File: src/rtl/midpoint_line_rasterizer_defines.svh
// Assertion macros for the midpoint line rasterizer.
// Included by the RTL modules that carry concurrent checks; no dependencies.
`ifndef MIDPOINT_LINE_RASTERIZER_DEFINES_SVH
`define MIDPOINT_LINE_RASTERIZER_DEFINES_SVH

`ifndef NO_ASSERTIONS

// property must hold at every clock edge outside reset
`define MLR_ASSERT(lbl, clk, rst, prop, msg) \
  lbl: assert property (@(posedge clk) disable iff (rst) (prop)) else $error(msg);

// expression must never be true outside reset
`define MLR_NEVER(lbl, clk, rst, expr, msg) \
  lbl: assert property (@(posedge clk) disable iff (rst) !(expr)) else $error(msg);

`else

`define MLR_ASSERT(lbl, clk, rst, prop, msg)
`define MLR_NEVER(lbl, clk, rst, expr, msg)

`endif

`endif

File: src/rtl/mlr_pkg.sv
// Shared types and fixed field widths for the midpoint line rasterizer.
// No dependencies.
package mlr_pkg;

  localparam int COORD_W = 6;   // grid coordinate field width
  localparam int LEVEL_W = 8;   // color level field width
  localparam int IN_W    = 24;  // four coordinates, packed
  localparam int OUT_W   = 32;  // two coordinates and two levels, padded to bytes
  localparam int D_W     = 9;   // doubled midpoint decision, signed

  typedef enum logic [5:0] {
    ST_IDLE   = 6'b000001,
    ST_ORIENT = 6'b000010,
    ST_PREP   = 6'b000100,
    ST_DIV    = 6'b001000,
    ST_CINIT  = 6'b010000,
    ST_WALK   = 6'b100000
  } state_t;

endpackage

File: src/rtl/midpoint_line_rasterizer.sv
// Midpoint line rasterizer top level: line command in, interior pixels out.
// Depends on mlr_pkg and midpoint_line_rasterizer_defines.svh.
//
// One transaction on the input stream carries a line with two grid endpoints;
// the block answers with one output transaction per interior pixel (both
// endpoints are left out) in walk order, tlast on the final pixel, and nothing
// at all for coincident or adjacent endpoints. Coordinates at or above
// GRID_SIZE saturate to GRID_SIZE-1. The walk always runs towards increasing
// column, so a line given right-to-left comes out starting next to its second
// endpoint. Each pixel carries blue = floor(CMAX*t/len) and red = CMAX-blue,
// CMAX = 2^COLOR_BITS-1, t the major-axis distance from the first endpoint.
// Sequence: setup steps (capture, octant classification, first midpoint
// decision), the bit-serial divider that forms CMAX/len, seeding of the color
// accumulator, then one pixel per cycle from the shared decision/color stepper
// while the output is not stalled; a line with no interior pixels ends after
// the setup. s_axis_tready is high only while no line is in progress; the
// registered output stage still lets the last pixel wait while the next line
// is taken.
module midpoint_line_rasterizer #(
  parameter int GRID_SIZE  = 64,
  parameter int COLOR_BITS = 8
) (
  input  logic                       clk,
  input  logic                       rst,
  // {second_y, second_x, first_y, first_x}, first_x in bits 5:0
  input  logic [mlr_pkg::IN_W-1:0]   s_axis_tdata,
  input  logic                       s_axis_tvalid,
  output logic                       s_axis_tready,
  // {4'b0, blue_level, red_level, pixel_y, pixel_x}, pixel_x in bits 5:0
  output logic [mlr_pkg::OUT_W-1:0]  m_axis_tdata,
  output logic                       m_axis_tlast,   // last_pixel
  output logic                       m_axis_tvalid,
  input  logic                       m_axis_tready
);
  import mlr_pkg::*;

`include "midpoint_line_rasterizer_defines.svh"

  localparam int CW    = COLOR_BITS;
  localparam int CNT_W = $clog2(COLOR_BITS + 1);
  localparam logic [CW-1:0]      CMAX      = {CW{1'b1}};
  localparam logic [COORD_W:0]   GRID_LIM  = (COORD_W+1)'(GRID_SIZE);
  localparam logic [COORD_W-1:0] COORD_MAX = COORD_W'(GRID_SIZE - 1);
  localparam logic [CNT_W-1:0]   DIV_LAST  = CNT_W'(COLOR_BITS - 1);

  state_t state, state_next;

  // captured endpoints (saturated)
  logic [COORD_W-1:0] x0, y0, x1, y1;
  // reduced frame
  logic               swapped, steep, neg;
  logic [COORD_W-1:0] a0, b0, da, db;
  // walk state
  logic [COORD_W-1:0] k, b;
  logic signed [D_W-1:0] d;
  // divider: quo = CMAX / da, rem = CMAX % da
  logic [CW-1:0]      quo;
  logic [COORD_W-1:0] rem;
  logic [CNT_W-1:0]   cnt;
  // color accumulator: blue = q, with remainder r of CMAX*t over da
  logic [CW-1:0]      q;
  logic [COORD_W-1:0] r;

  function automatic logic [COORD_W-1:0] sat(input logic [COORD_W-1:0] c);
    return ({1'b0, c} >= GRID_LIM) ? COORD_MAX : c;
  endfunction

  // ---------------- octant classification ----------------
  logic               swap_c, neg_c, steep_c;
  logic [COORD_W-1:0] sx0, sy0, sx1, sy1, dx_c, dy_abs;
  logic signed [COORD_W:0] dy_c;

  always_comb begin
    swap_c = (x1 < x0);
    sx0    = swap_c ? x1 : x0;
    sy0    = swap_c ? y1 : y0;
    sx1    = swap_c ? x0 : x1;
    sy1    = swap_c ? y0 : y1;
    dx_c   = sx1 - sx0;
    dy_c   = $signed({1'b0, sy1}) - $signed({1'b0, sy0});
    neg_c  = dy_c[COORD_W];
    dy_abs = neg_c ? COORD_W'(-dy_c) : COORD_W'(dy_c);
    steep_c = (dy_abs > dx_c);
  end

  // ---------------- shared midpoint decision step ----------------
  // PREP feeds the initial decision da-2db, WALK feeds the running one.
  logic signed [D_W-1:0] d_init, d_src, d_step;
  logic                  minor_step;

  always_comb begin
    d_init = $signed({3'b000, da}) - $signed({2'b00, db, 1'b0});
    d_src  = (state == ST_PREP) ? d_init : d;
    minor_step = d_src[D_W-1];
    if (minor_step) begin
      d_step = d_src + $signed({2'b00, da - db, 1'b0});
    end else begin
      d_step = d_src - $signed({2'b00, db, 1'b0});
    end
  end

  // ---------------- bit-serial divider step ----------------
  // Dividend is all ones, so every shifted-in bit is 1.
  logic [COORD_W:0] rem_sh;
  logic             rem_ge;

  always_comb begin
    rem_sh = {rem, 1'b1};
    rem_ge = (rem_sh >= {1'b0, da});
  end

  // ---------------- color step ----------------
  logic [COORD_W:0]        up_sum;
  logic                    up_wrap;
  logic signed [COORD_W+1:0] dn_dif;
  logic                    dn_wrap;
  logic [CW-1:0]           q_next;
  logic [COORD_W-1:0]      r_next;

  always_comb begin
    up_sum  = {1'b0, r} + {1'b0, rem};
    up_wrap = (up_sum >= {1'b0, da});
    dn_dif  = $signed({2'b00, r}) - $signed({2'b00, rem});
    dn_wrap = dn_dif[COORD_W+1];
    if (swapped) begin
      q_next = q - quo - CW'(dn_wrap);
      r_next = dn_wrap ? COORD_W'(dn_dif + $signed({2'b00, da})) : COORD_W'(dn_dif);
    end else begin
      q_next = q + quo + CW'(up_wrap);
      r_next = up_wrap ? COORD_W'(up_sum - {1'b0, da}) : COORD_W'(up_sum);
    end
  end

  // ---------------- pixel position ----------------
  logic [COORD_W-1:0] a_cur, minor_pos, px, py;
  logic               out_free, emit, last_k;

  always_comb begin
    a_cur     = a0 + k;
    minor_pos = b;
    px        = steep ? b : a_cur;
    py        = steep ? a_cur : minor_pos;
    if (neg) begin
      if (steep) begin
        py = (a0 << 1) - a_cur;
      end else begin
        py = (b0 << 1) - b;
      end
    end
    out_free = !m_axis_tvalid || m_axis_tready;
    emit     = (state == ST_WALK) && out_free;
    last_k   = (k == da - COORD_W'(1));
  end

  // ---------------- sequencer ----------------
  always_comb begin
    state_next = state;
    case (state)
      ST_IDLE:   if (s_axis_tvalid) state_next = ST_ORIENT;
      ST_ORIENT: state_next = ST_PREP;
      ST_PREP:   state_next = (da > COORD_W'(1)) ? ST_DIV : ST_IDLE;
      ST_DIV:    if (cnt == DIV_LAST) state_next = ST_CINIT;
      ST_CINIT:  state_next = ST_WALK;
      ST_WALK:   if (emit && last_k) state_next = ST_IDLE;
      default:   state_next = ST_IDLE;
    endcase
  end

  assign s_axis_tready = (state == ST_IDLE);

  always_ff @(posedge clk) begin
    if (rst) begin
      state         <= ST_IDLE;
      m_axis_tvalid <= 1'b0;
    end else begin
      state <= state_next;
      if (emit) begin
        m_axis_tvalid <= 1'b1;
      end else if (m_axis_tready) begin
        m_axis_tvalid <= 1'b0;
      end
    end
  end

  // datapath registers
  always_ff @(posedge clk) begin
    case (state)
      ST_IDLE: begin
        x0 <= sat(s_axis_tdata[5:0]);
        y0 <= sat(s_axis_tdata[11:6]);
        x1 <= sat(s_axis_tdata[17:12]);
        y1 <= sat(s_axis_tdata[23:18]);
      end
      ST_ORIENT: begin
        swapped <= swap_c;
        neg     <= neg_c;
        steep   <= steep_c;
        a0      <= steep_c ? sy0 : sx0;
        b0      <= steep_c ? sx0 : sy0;
        da      <= steep_c ? dy_abs : dx_c;
        db      <= steep_c ? dx_c : dy_abs;
      end
      ST_PREP: begin
        // decision for k = 0 applied here; the walk starts at k = 1
        d   <= d_step;
        b   <= b0 + COORD_W'(minor_step);
        k   <= COORD_W'(1);
        rem <= '0;
        quo <= '0;
        cnt <= '0;
      end
      ST_DIV: begin
        rem <= rem_ge ? COORD_W'(rem_sh - {1'b0, da}) : COORD_W'(rem_sh);
        quo <= (quo << 1) | CW'(rem_ge);
        cnt <= cnt + CNT_W'(1);
      end
      ST_CINIT: begin
        // t = 1 forward, t = len-1 for a swapped line
        if (swapped) begin
          q <= CMAX - quo - CW'(rem != '0);
          r <= (rem != '0) ? da - rem : '0;
        end else begin
          q <= quo;
          r <= rem;
        end
      end
      ST_WALK: begin
        if (emit) begin
          d <= d_step;
          b <= b + COORD_W'(minor_step);
          k <= k + COORD_W'(1);
          q <= q_next;
          r <= r_next;
        end
      end
      default: ;
    endcase
  end

  // output stage
  always_ff @(posedge clk) begin
    if (emit) begin
      m_axis_tdata <= {4'b0000, LEVEL_W'(q), LEVEL_W'(CMAX - q), py, px};
      m_axis_tlast <= last_k;
    end
  end

  // ---------------- checks ----------------
  `MLR_ASSERT(a_walk_k_range, clk, rst, (state == ST_WALK) |-> (k < da), "walk index past line length")
  `MLR_ASSERT(a_walk_rem, clk, rst, (state == ST_WALK) |-> (r < da), "color remainder not below length")
  `MLR_ASSERT(a_accept_start, clk, rst, (s_axis_tvalid && s_axis_tready) |=> (state == ST_ORIENT), "accepted line did not start")
  `MLR_NEVER(a_div_len, clk, rst, (state == ST_DIV) && (da < COORD_W'(2)), "divider run on short line")

endmodule

File: config.mk
export PLATFORM = sky130hd
export DESIGN_NAME = midpoint_line_rasterizer
export DESIGN_NICKNAME = d
export VERILOG_FILES = /design/src/rtl/mlr_pkg.sv /design/src/rtl/midpoint_line_rasterizer.sv
export VERILOG_INCLUDE_DIRS = /design/src /design/src/rtl
export SDC_FILE = /design/constraint.sdc
export NUM_CORES = 1
export LEC_CHECK = 0
export BUFFER_PORTS_ARGS = -buffer_cell sky130_fd_sc_hd__buf_2
export CAP_MARGIN = 0
export CELL_PAD_IN_SITES_DETAIL_PLACEMENT = 1
export CELL_PAD_IN_SITES_GLOBAL_PLACEMENT = 2
export CORE_ASPECT_RATIO = 1.25
export CORE_UTILIZATION = 37
export DETAILED_ROUTE_END_ITERATION = 16
export MAX_ROUTING_LAYER = met4
export PLACE_DENSITY_LB_ADDON = 0.3
export SYNTH_ARGS = -nofsm -noshare
export SYNTH_HDL_FRONTEND = slang
export SYNTH_SLANG_ARGS = --single-unit
File: constraint.sdc
create_clock -name clk -period 4.8 [get_ports clk]
set_input_delay 0.24 -clock clk [delete_from_list [all_inputs] [get_ports clk]]
set_output_delay 0.24 -clock clk [all_outputs]
set_load 0.01 [all_outputs]
=== After elaboration in Yosys (flattened, before gate mapping) ===
Index checks and enable logic that the tools add are counted.

* Bits in registers: 140
* Bits of input ports: 28
* Output and inout bits: 35
* Logic and storage cells: 124

* Add/sub/neg operators: 28
* Magnitude comparators: 5
* Eq/ne operators: 12
* Mux-type cells: 43
* Bitwise operators: 1
* Reduce and logical (&&, ||, !) cells: 12

{| class="wikitable"
|+ Operators by type and width
! cell !! count
|-
| $mux 6 || 25
|-
| $pmux 6 s2 || 4
|-
| $sub 6x6->6 || 7
|-
| $pmux 6 s6 || 1
|-
| $pmux 8 s2 || 2
|-
| $mux 9 || 3
|-
| $mux 8 || 3
|-
| $pmux 9 s2 || 1
|-
| $sub 8x1->8 || 2
|-
| $sub 8x8->8 const A || 2
|-
| $ge 7x6->1 || 2
|-
| $sub 6x6->7 || 2
|-
| $add 6x1->6 || 2
|-
| $add 6x6->6 || 2
|-
| $add 9x8->9 || 1
|-
| $sub 9x8->9 || 1
|-
| $add 8x1->8 || 1
|-
| $add 8x8->8 || 1
|-
| $or 8x1->8 || 1
|-
| $pmux 4 s2 || 1
|-
| $reduce_bool 2->1 || 4
|-
| $sub 6x7->8 || 1
|-
| $sub 8x8->8 || 1
|-
| $add 6x6->7 || 1
|-
| other kinds (25) || 30
|}

=== Depth between registers and ports, before layout ===
Gate-level depths: netlist of the first run.

* Depth in word-level cells: 7
* Gate-level depth with buffers: 27
* Depth with buffers taken out: 25

=== Worst setup path after synthesis of the first run ===
No wires, ideal clock.

* Path type: reg2reg
* Start point: reg x1[2]
* End point: reg a0[5] (data pin)
* Library setup time: 0.271 ns
* Arrival time: 4.654 ns
* Data required time: 4.529 ns
* Slack: -0.125 ns
* Stages on the path, launching flop included: 23
* Buffers on the path: 3
* Period minus slack after synthesis: 4.925 ns
* Cells stage by stage: edfxtp_1 > ha_1 > clkbuf_1 > o2111ai_2 > nand2_4 > clkbuf_1 > a21oi_1 > ha_1 > o311ai_1 > nand3_1 > o311ai_1 > o211a_1 > o41ai_2 > xnor2_1 > inv_1 > ha_1 > nand3_1 > a21oi_1 > a211oi_1 > nor2_1 > clkbuf_1 > mux2i_1 > a21oi_1

* Elaborated cells on any way between the ends: 11
* Classes of those cells: add/sub: 3; order compare: 2; mux: 6

{| class="wikitable"
|+ RTL lines
! element !! line !! RTL
|-
| from (decl) || midpoint_line_rasterizer.sv:49 || <nowiki>logic [COORD_W-1:0] x0, y0, x1, y1;</nowiki>
|-
| from (signal assigned) || midpoint_line_rasterizer.sv:191 || <nowiki>x1 <= sat(s_axis_tdata[17:12]);</nowiki>
|-
| $lt 6x6->1 * || midpoint_line_rasterizer.sv:74 || <nowiki>swap_c = (x1 < x0);</nowiki>
|-
| $mux 6 (on tied branches) || midpoint_line_rasterizer.sv:78, midpoint_line_rasterizer.sv:76 ||
|-
| $sub 6x6->7 * || midpoint_line_rasterizer.sv:80 || <nowiki>dy_c = $signed({1'b0, sy1}) - $signed({1'b0, sy0});</nowiki>
|-
| net dy_c[6] || midpoint_line_rasterizer.sv:71 || <nowiki>logic signed [COORD_W:0] dy_c;</nowiki>
|-
| $mux 6 * || midpoint_line_rasterizer.sv:82 || <nowiki>dy_abs = neg_c ? COORD_W'(-dy_c) : COORD_W'(dy_c);</nowiki>
|-
| $gt 6x6->1 * || midpoint_line_rasterizer.sv:83 || <nowiki>steep_c = (dy_abs > dx_c);</nowiki>
|-
| $mux 6 * || midpoint_line_rasterizer.sv:198 || <nowiki>a0 <= steep_c ? sy0 : sx0;</nowiki>
|-
| to (signal assigned) || midpoint_line_rasterizer.sv:198 ||
|-
| to (decl) || midpoint_line_rasterizer.sv:52 || <nowiki>logic [COORD_W-1:0] a0, b0, da, db;</nowiki>
|}

The timed path passes the listed nets; every way through them passes the cells marked *.
A chain may end at the register's enable or synchronous reset.

=== Worst setup path in the final report of the first run ===
* Start point: reg x0[1]
* End point: reg a0[4] (data pin)

* Elaborated cells on any way between the ends: 11
* Classes of those cells: add/sub: 3; order compare: 2; mux: 6

{| class="wikitable"
|+ RTL lines
! element !! line !! RTL
|-
| from (decl) || midpoint_line_rasterizer.sv:49 ||
|-
| from (signal assigned) || midpoint_line_rasterizer.sv:189 || <nowiki>x0 <= sat(s_axis_tdata[5:0]);</nowiki>
|-
| $lt 6x6->1 * || midpoint_line_rasterizer.sv:74 ||
|-
| $mux 6 (on tied branches) || midpoint_line_rasterizer.sv:78, midpoint_line_rasterizer.sv:76 ||
|-
| $sub 6x6->7 * || midpoint_line_rasterizer.sv:80 ||
|-
| net dy_c[6] || midpoint_line_rasterizer.sv:71 ||
|-
| $mux 6 * || midpoint_line_rasterizer.sv:82 ||
|-
| $gt 6x6->1 * || midpoint_line_rasterizer.sv:83 ||
|-
| $mux 6 * || midpoint_line_rasterizer.sv:198 ||
|}

Marked as above.

==> results.toml, run 1 <==
[yosys]
synth_warnings = 0
synth_top_cell_area_share_pct = 37.32
synth_flop_cell = "edfxtp_1"
synthesis.area_um2 = 10620
syn_avg_cell_area_um2 = 9.953
synth_cell_types = 69
synthXorXnorAreaFrac_pct = 9.119
syn-instance-count = 1067
synth_compound_area_share_pct = 15.81
synth_seq_area_share_pct = 38.64
synth_top_family_by_area = "compound AO/OA/AOI/OAI gates"
synthTopCellsByCount = "edfxtp_1, inv_1, ha_1"
synthAdderAreaFrac_pct = 15.49
synth.area.top_cells = "edfxtp_1, ha_1, xnor2_1, a21oi_1, inv_1"
yosysTopAreaCell = "edfxtp_1"
ys_seq_elements = 139
synthSimpleGateAreaFrac_pct = 11.29
async_flop_share_pct = 0
yosysMostFrequentCell = "edfxtp_1"
synthMuxAreaShare_pct = 4.300
synth_edf_count = 132

[drt]
firstDrtPassIters = 4
drc = 0
drt_iter0_drc = 328
vias = 8223
wl_per_cell_um = 18.15
wirelength_um = 28310
drtAntennaViolNets = 0
vias_per_cell = 5.271

[power]
p_comb_share_pct = 63.4
power-per-cell-area_nw_per_um2 = 651.0
p_seq_share_pct = 21.7
peakVddDrop_v = 0.0006201
p_int_mw = 4.950
p_leak_nw = 5.368
switching_power_mw = 3.396
p_clk_share_pct = 14.9
total_power_mw = 8.346
sw_frac_of_total_pct = 40.69

[clocking]
worstSkewPairLatency_ns = 0.44
cts_made_buffers = 17
path_clk_slew_ns = 0.06
ctsHtreeMaxLevel = 4
clock-sinks = 139
clockBufferDepth = 2
cts-root-buf = "clkbuf_16"
cts_tree = "done"

[setup_path]
r2r_end = "a0[4]$_DFFE_PP_"
cp-start-kind = "flip-flop"
crit_path_end_kind = "flip-flop"
path_common_cell = "a21oi_1"
reg2reg_from = "x0[1]$_DFFE_PP_"
rrSetupSlack_ns = 0.09
startpoint = "x0[1]$_DFFE_PP_"
path_class = "flip-flop to flip-flop"
arrival_ns = 4.89
cpPeakStageDelay_ns = 0.40
worst_ep_required_time_ns = 4.98
crit_slowest_cell = "edfxtp_1"
ff2ff_path_depth = 27
cp_max_fo = 8

[finish]
seq_area_um2 = 4104
instances_no_fill = 1560
area_growth_pct = 20.71
multi_input_area_um2 = 6287
n_antenna_cell = 0
drive_gt1_share_pct = 18.84
nNetsFinal = 1342
fillerInstances = 3178

[global_routing]
use_met2_pct = 38.76
grt_use_total_pct = 20.14
grt_pass1_wl_um = 44380
grt-ovfl-total = 0
antenna_found_initial = 0
use_met3_pct = 2.856
grt_max_degree = 32
grt-busiest-layer = "met2"
grtUsageMet1_pct = 20.94
first_global_vias = 8608

[die]
ioPinCount = 63
core_um2 = 28320
dieArea_um2 = 29390
fp.dieW_um = 153.5
fp.dieH_um = 191.4
row_count = 69
initial_core_util_pct = 37.50

[run_status]
status = "complete, no violations"

[sta]
finalHoldViolations = 0
final-setup-viol-count = 0
fmax_mhz = 212.2
tightest_slew_ns = 1.109
fin_crit_sh_pct = 98.20
finClkSkew_ns = 0.009978
worst_slew_margin_rel_pct = 25.99
slew_violations = 0
fin_tns_setup_ns = 0
fin_crit_ns = 4.713

[placement]
dpl.hpwl_um = 21360
portBuffers = 58
gp_congestion = 0.8151
place_inst = 1489

[hold_path]
whs_endpoint = "m_axis_tvalid$_SDFFE_PP0P_"
hp-class = "input pin to flip-flop"
hold_depth = 2
hp-start = "rst"

[run]
max_cap_violations = 0
## registers in the layout, indices dropped and copies added, names as in the netlist, 8 cells and up
register	count
m_axis_tdata	28
quo	8
d	8
q	8
## layout by cell type, fill, tap and decap left out, drive strengths merged, types with 5 or more instances in the layout
| cell | count |
|---|---|
| inv | 110 |
| mux2i | 31 |
| clkinv | 6 |
| o21bai | 16 |
| mux2 | 5 |
| a211oi | 12 |
| nand3 | 25 |
| o211ai | 7 |
| a31oi | 8 |
| edfxtp | 132 |
| a21o | 25 |
| dlygate4sd3 | 24 |
| fa | 15 |
| nand2 | 63 |
| dfxtp | 7 |
| o211a | 8 |
| clkbuf | 21 |
| ha | 105 |
| buf | 115 |
| nor2b | 22 |
| nand3b | 6 |
| nor3 | 15 |
| o21ai | 61 |
| xnor2 | 71 |
| nor2 | 72 |
| and2 | 11 |
| and3 | 6 |
| a21oi | 90 |
| nand2b | 13 |
| xor2 | 37 |
## worst max path at each step
stage | end | slack, ns | depth (start not counted)
final | a0[4]$_DFFE_PP_ | 0.09 | 27
after global routing | a0[4]$_DFFE_PP_ | -0.16 | 27
after CTS | a0[4]$_DFFE_PP_ | 0.04 | 26
after detailed placement | b0[1]$_DFFE_PP_ | -0.06 | 24
after global placement | b0[5]$_DFFE_PP_ | 0.06 | 25
after floorplan | b0[1]$_DFFE_PP_ | 0.03 | 23
## power by group through the flow
stage	logic, mW	registers, mW	clock network (mW)
floorplan	3.01	1.78	0
global placement	3.86	1.83	0
detailed placement	3.96	1.83	0
CTS	4.11	1.81	1.27
global route	5.79	1.82	1.31
finish	5.29	1.81	1.24
## kinds of logic after synthesis
logic type / after synthesis
fa+ha+maj: 123
other cells: 1
simple gates: 249
xor+xnor: 108
flops: 139
compound gates: 263
buf+inv: 144
mux: 40
## worst max-delay path, delay by kind of cell, from the launching register on
family	cells	cell delay [ns]
buffers and inverters	5	0.61
XOR/XNOR	1	0.23
AO/OA/AOI/OAI	10	1.66
adder cells (fa/ha/maj)	3	0.72
flip-flops	1	0.40
AND/OR/NAND/NOR	8	0.84
## area by class of cell
class | count | share of cell area, %
Clock buffer | 19 | 3.377
Clock inverter | 11 | 0.7710
Inverter | 108 | 3.182
Multi-Input combinational cell | 787 | 49.04
Sequential cell | 139 | 32.01
Tap cell | 355 | 3.465
Timing Repair Buffer | 141 | 8.150
## repair_timing
item | CTS | global route
setup buffers | 2 | 13
setup endpoints to repair | 11 | 26
hold buffers | 23 | 1
pin swaps | 2 | 32
gates resized for setup | 2 | 66
gates cloned | 0 | 2
endpoints found under the hold margin | 23 | 1
## per-stage QoR
stage | setup WS [ns] | cell area, µm² | utilization, % | hold WS (ns)
after detailed placement | -0.05872 | 11550 | 40.78 | 0.4183
after floorplan | 0.02861 | 10640 | - | 0.3091
after CTS | 0.04319 | 12330 | 43.55 | 0.007965
after global placement | 0.06425 | 11550 | 40.78 | 0.4161
after global routing | -0.1648 | 12820 | 45.27 | 0.02636
final | 0.08660 | 12820 | 45.27 | 0.01879
## layer usage
layer / vias up / routed length [µm]
met5: - / 0
li1: 4031 / -
met3: 37 / 445
met1: 4077 / 11450
met2: 78 / 15850
met4: 0 / 575
Power figures use the tool's default switching activity.
==> run 2: changes to the inputs <==
- REMOVE_ABC_BUFFERS: unset -> 1
==> run 2 against run 1 <==
Die area stayed put; count of clock-buffer cells in the layout is 2 lower; critical path depth is 2 lower; highest routed layer unchanged; combinational power is 6.0% higher; first-iteration DRC count is 2.1% lower; core utilization is 0.39 points higher; design area is 0.87% higher; clock skew is 0.0028 ns higher; final cell count is 0.96% higher; global-route usage is 0.27 points higher; worst setup slack better by 0.027 ns; fmax is 0.58% higher; largest power group unchanged.
==> results.toml, run 2 (same netlist as run 1, synthesis figures left out) <==
[run_status]
status = "complete, no violations"

[setup_path]
startpoint = "x0[5]$_DFFE_PP_"
cpPeakStageDelay_ns = 0.40
ff2ff_path_depth = 25
path_common_cell = "a21oi_2"
reg2reg_from = "x0[5]$_DFFE_PP_"
cp-start-kind = "flip-flop"
arrival_ns = 4.85
crit_path_end_kind = "flip-flop"
crit_slowest_cell = "edfxtp_1"
worst_ep_required_time_ns = 4.96
path_class = "flip-flop to flip-flop"
cp_max_fo = 5

[drt]
wl_per_cell_um = 18.12
vias_per_cell = 5.209
firstDrtPassIters = 4
drt_iter0_drc = 321
wirelength_um = 28550
drtAntennaViolNets = 0
vias = 8204
drc = 0

[hold_path]
hp-class = "input pin to flip-flop"
hold_depth = 2
hp-start = "rst"

[sta]
fin_crit_ns = 4.686
tightest_slew_ns = 1.007
worst_slack_ns = 0.1137
slew_violations = 0
finalHoldViolations = 0
fin_crit_sh_pct = 97.63
fmax_mhz = 213.4
finClkSkew_ns = 0.01276
worst_slew_margin_rel_pct = 32.78
final-setup-viol-count = 0

[power]
power-per-cell-area_nw_per_um2 = 681.8
total_power_mw = 8.817
p_leak_nw = 5.445
peakVddDrop_v = 0.0006298

[clocking]
clock-sinks = 139
cts_tree = "done"
worstSkewPairLatency_ns = 0.44
path_clk_slew_ns = 0.07
ctsHtreeMaxLevel = 4
clockBufferDepth = 2
cts_made_buffers = 17
cts-root-buf = "clkbuf_16"

[finish]
drive_gt1_share_pct = 18.85
final_cell_mix = "edfxtp_1, inv_1, ha_1, a21oi_1, xnor2_1"
n_antenna_cell = 0
largest_reg_flops = 28
instances_no_fill = 1575
final_common_cell = "edfxtp_1"
area_growth_pct = 21.76
top_register = "m_axis_tdata"
nNetsFinal = 1356

[global_routing]
grt_pass1_wl_um = 45040
first_global_vias = 8734
grt_use_total_pct = 20.41
grt-ovfl-total = 0
grt_max_degree = 41
antenna_found_initial = 0

[die]
fp.dieH_um = 191.4
row_count = 69
initial_core_util_pct = 37.50
dieArea_um2 = 29390
fp.dieW_um = 153.5
core_um2 = 28320
ioPinCount = 63

[run]
max_cap_violations = 0

[placement]
pre_cts_ws_ns = -0.1678
portBuffers = 58
place_inst = 1501
dpl.hpwl_um = 21320
gp_congestion = 0.8638
## run 2: metrics by stage
step	TNS [ns]	instance area (µm²)	util (%)	hold slack (ns)
6_report	0	12930	45.67	0.07799
5_1_grt	-1.587	12930	45.67	0.06553
4_1_cts	0	12580	44.43	0.05259
3_5_place_dp	-2.164	11630	41.06	0.4183
3_3_place_gp	0	11630	41.06	0.4172
2_1_floorplan	-37.65	10470	-	0.3091
## run 2: report_power, final
part | switching [mW] | leakage, nW | internal (mW)
Sequential | 0.144 | 1.24 | 1.67
Clock | 0.564 | 0.295 | 0.828
Combinational | 2.89 | 3.91 | 2.72
## run 2: layout make-up
type	instances	area, µm²
fill	3190	15390
multi-input combinational	789	6255
sequential	139	4104
timing repair buffer	153	1112
tap	355	444.2
clock buffer	17	425.4
inverter	108	405.4
clock inverter	14	185.2
## run 2: critical path, delay by kind of cell, from the launching register on
kind | cells | cell delay, ns
compound gates | 10 | 1.63
xor+xnor | 2 | 0.35
fa+ha+maj | 3 | 0.78
buf+inv | 5 | 0.63
flops | 1 | 0.40
mux | 1 | 0.19
simple gates | 4 | 0.41
## run 2: what timing repair did
action / CTS / global route
cloned: 1 / 2
gates resized for setup: 9 / 48
endpoints found under the setup margin: 24 / 27
pin swaps: 4 / 20
buffers inserted: 5 / 12
hold buffers: 24 / 0
endpoints found under the hold margin: 24 / 0
## run 2: path summary, 6_finish.rpt
kind	slack, ns	endpoint
worst min register to register	0.49	m_axis_tdata[26]$_DFFE_PP_
worst max register to register	0.11	a0[1]$_DFFE_PP_
worst min-delay path	0.08	state[5]$_SDFFE_PP0P_
worst max-delay path	0.11	a0[1]$_DFFE_PP_
## run 2: per-layer routing
metal	wire [µm]	GRT usage (%)	part of all wire, %
met1	11950	22.19	42
met5	0	-	0
met4	636	6.000	2.2
met2	15480	38.37	54
met3	476	2.788	1.7
==> run 3: changes to the inputs <==
- ABC_AREA: unset -> 1
- CORE_UTILIZATION: 37 -> 35
==> run 3 against run 2 <==
Via count rose by 3.8%; synthesized area shrank 1.9%; core utilization is 4.1 points lower; register-to-register slack better by 0.22 ns; first-iteration DRC count decreased by 31%; routed wire length shrank 4.1%; worst setup slack improved by 0.22 ns; count of clock-buffer cells in the layout is 2 higher; combinational power down 42%; final cell count grew 11%; non-clock buffer count decreased by 44; critical endpoint is now q[6]$_DFFE_PP_; largest cell class unchanged.
==> results.toml, run 3 <==
[global_routing]
use_met3_pct = 2.832
grt_pass1_wl_um = 44640
grt-ovfl-total = 0
grt_max_degree = 33
grtUsageMet1_pct = 21.71
use_met2_pct = 35.83
antenna_found_initial = 0
grt-busiest-layer = "met2"
grt_use_total_pct = 19.68
first_global_vias = 8932

[finish]
final_area_um2 = 12150
largest_reg_flops = 28
area_growth_pct = 16.61
nNetsFinal = 1486
final_cell_mix = "nand2_1, inv_1, edfxtp_1, ha_1, nor2_1"
final_common_cell = "nand2_1"
n_antenna_cell = 0
top_register = "m_axis_tdata"
multi_input_area_um2 = 5451
post-route-util_pct = 41.54
drive_gt1_share_pct = 11.47
seq_area_um2 = 4104
fillerInstances = 3517

[die]
ioPinCount = 63
initial_core_util_pct = 35.62
dieArea_um2 = 30470
fp.dieH_um = 194.9
fp.dieW_um = 156.3
core_um2 = 29250
row_count = 70

[run]
max_cap_violations = 0

[yosys]
synth_top_cell_area_share_pct = 38.04
async_flop_share_pct = 0
synth.area.top_cells = "edfxtp_1, ha_1, nand2_1, inv_1, o21ai_0"
ys_seq_elements = 139
synth_flop_cell = "edfxtp_1"
yosysMostFrequentCell = "nand2_1"
synth_cell_types = 55
synth_warnings = 0
synth_seq_area_share_pct = 39.38
syn-instance-count = 1233
synth_edf_count = 132
syn_avg_cell_area_um2 = 8.452
synthTopCellsByCount = "nand2_1, inv_1, edfxtp_1"
synthesis.area_um2 = 10420
yosysTopAreaCell = "edfxtp_1"

[placement]
portBuffers = 58
dpl_cell_area_um2 = 11270
dpl.hpwl_um = 21580
gp_congestion = 0.8226

[setup_path]
path_common_cell = "nand2_1"
cp_max_fo = 5
cp_cell_sequence = "ha_1, fa_1, xnor2_1, ha_1, nand3_1, nand2_1, a21oi_1, o21bai_1, o21ai_0, nand2_1, inv_1, fa_1, fa_1, o21ai_1, a21oi_1, or2_2, a21oi_1, or2_2, nand2_1, nand2_1, o22ai_1, nand2_1, nand2_1"
arrival_ns = 4.66
path_buf_inv = 1
cp-start-kind = "flip-flop"
worst_ep_required_time_ns = 5.00
path_class = "flip-flop to flip-flop"
crit_slowest_cell = "fa_1"
crit_path_end_kind = "flip-flop"
crit_family = "adder cells"
cpPeakStageDelay_ns = 0.44

[sta]
fmax_mhz = 223.9
fin_crit_ns = 4.466
fin_crit_sh_pct = 93.04
tightest_slew_ns = 1.005
slew_violations = 0
worst_slew_margin_rel_pct = 32.95
finClkSkew_ns = 0.007516
hold_ws_ns = 0.06745
finalHoldViolations = 0
final-setup-viol-count = 0

[drt]
firstDrtPassIters = 4
drtAntennaViolNets = 0
wl_per_cell_um = 15.67
vias = 8515
drc = 0
drt_iter0_drc = 222
vias_per_cell = 4.874
wirelength_um = 27380

[clocking]
cts_made_buffers = 17
cts_tree = "done"
path_clk_slew_ns = 0.06
ctsHtreeMaxLevel = 4
clockBufferDepth = 2
clock-sinks = 139
worstSkewPairLatency_ns = 0.44
cts-root-buf = "clkbuf_16"

[run_status]
status = "complete, no violations"

[power]
p_comb_share_pct = 50.8
peakVddDrop_v = 0.0002512
sw_frac_of_total_pct = 42.28
p_int_mw = 3.725
p_seq_share_pct = 28.0
p_clk_share_pct = 21.2
p_leak_nw = 5.612
switching_power_mw = 2.728
power-per-cell-area_nw_per_um2 = 531.0

[hold_path]
hp-class = "input pin to flip-flop"
run 3: cell count changes in the layout (fill, tap and decap cells not counted), sizes merged, moves of 22 or more:
cell / previous run / this run
buf: 128 / 85
nor2b: 22 / 0
xnor2: 71 / 21
a21o: 25 / 3
inv: 114 / 207
nor2: 74 / 102
mux2i: 31 / 1
nand2: 63 / 242
o21ai: 61 / 116
run 3: cell type report:
type | instances | share of cell area [%]
well taps | 396 | 4.077
clock buffers | 19 | 3.563
flip-flops and latches | 139 | 33.77
repair buffers | 109 | 6.034
clock inverters | 13 | 1.359
inverters | 205 | 6.332
multi-input cells | 866 | 44.86
run 3: layer usage:
layer  wire [µm]  share of wire, %
met1       11570                42
met2       14880                54
met3         434               1.6
met4         486               1.8
met5           0                 0
run 3: final timing paths:
| path | slack [ns] | endpoint | cells past startpoint | startpoint |
|---|---|---|---|---|
| hold / removal | 0.07 | state[5]$_SDFFE_PP0P_ | 2 | rst |
| hold reg to reg | 0.49 | m_axis_tdata[25]$_DFFE_PP_ | 0 | q[5]$_DFFE_PP_ |
| setup / recovery | 0.33 | q[6]$_DFFE_PP_ | 23 | rem[0]$_SDFFCE_PN0P_ |
| setup reg to reg | 0.33 | q[6]$_DFFE_PP_ | 23 | rem[0]$_SDFFCE_PN0P_ |
run 3: per-stage QoR:
stage | setup WS [ns] | std cells | power, mW | TNS (ns)
after floorplan | 0.4165 | 1210 | 4.104 | 0
after detailed placement | 0.1973 | 1687 | 5.156 | 0
after CTS | 0.1713 | 1743 | 6.567 | 0
after global placement | 0.2699 | 1687 | 5.054 | 0
after global routing | -0.04978 | 1747 | 7.042 | -0.04978
final | 0.3340 | 1747 | 6.453 | 0
run 3: what timing repair did:
action	CTS	global route
setup buffers	0	4
hold buffers	24	0
endpoints found under the setup margin	0	2
endpoints found under the hold margin	24	0
gates resized for setup	0	5
run 3: power by group through the flow:
stage,clock network [mW],registers (mW),logic (mW)
after floorplan,0,1.81,2.29
after global placement,0,1.83,3.22
after detailed placement,0,1.83,3.32
after CTS,1.41,1.81,3.35
after global routing,1.45,1.82,3.77
final,1.37,1.81,3.28
run 3: cell families after synthesis:
group / after synthesis / share of synthesized area [%]
and+or+nand+nor: 430 / 17.47
adders and majority gates: 120 / 15.49
buffers and inverters: 231 / 8.704
xor gates and xnor gates: 66 / 5.547
DFF: 139 / 39.38
muxes: 1 / 0.09605
other: 1 / 0.03598
AOI/OAI and AO/OA: 245 / 13.28
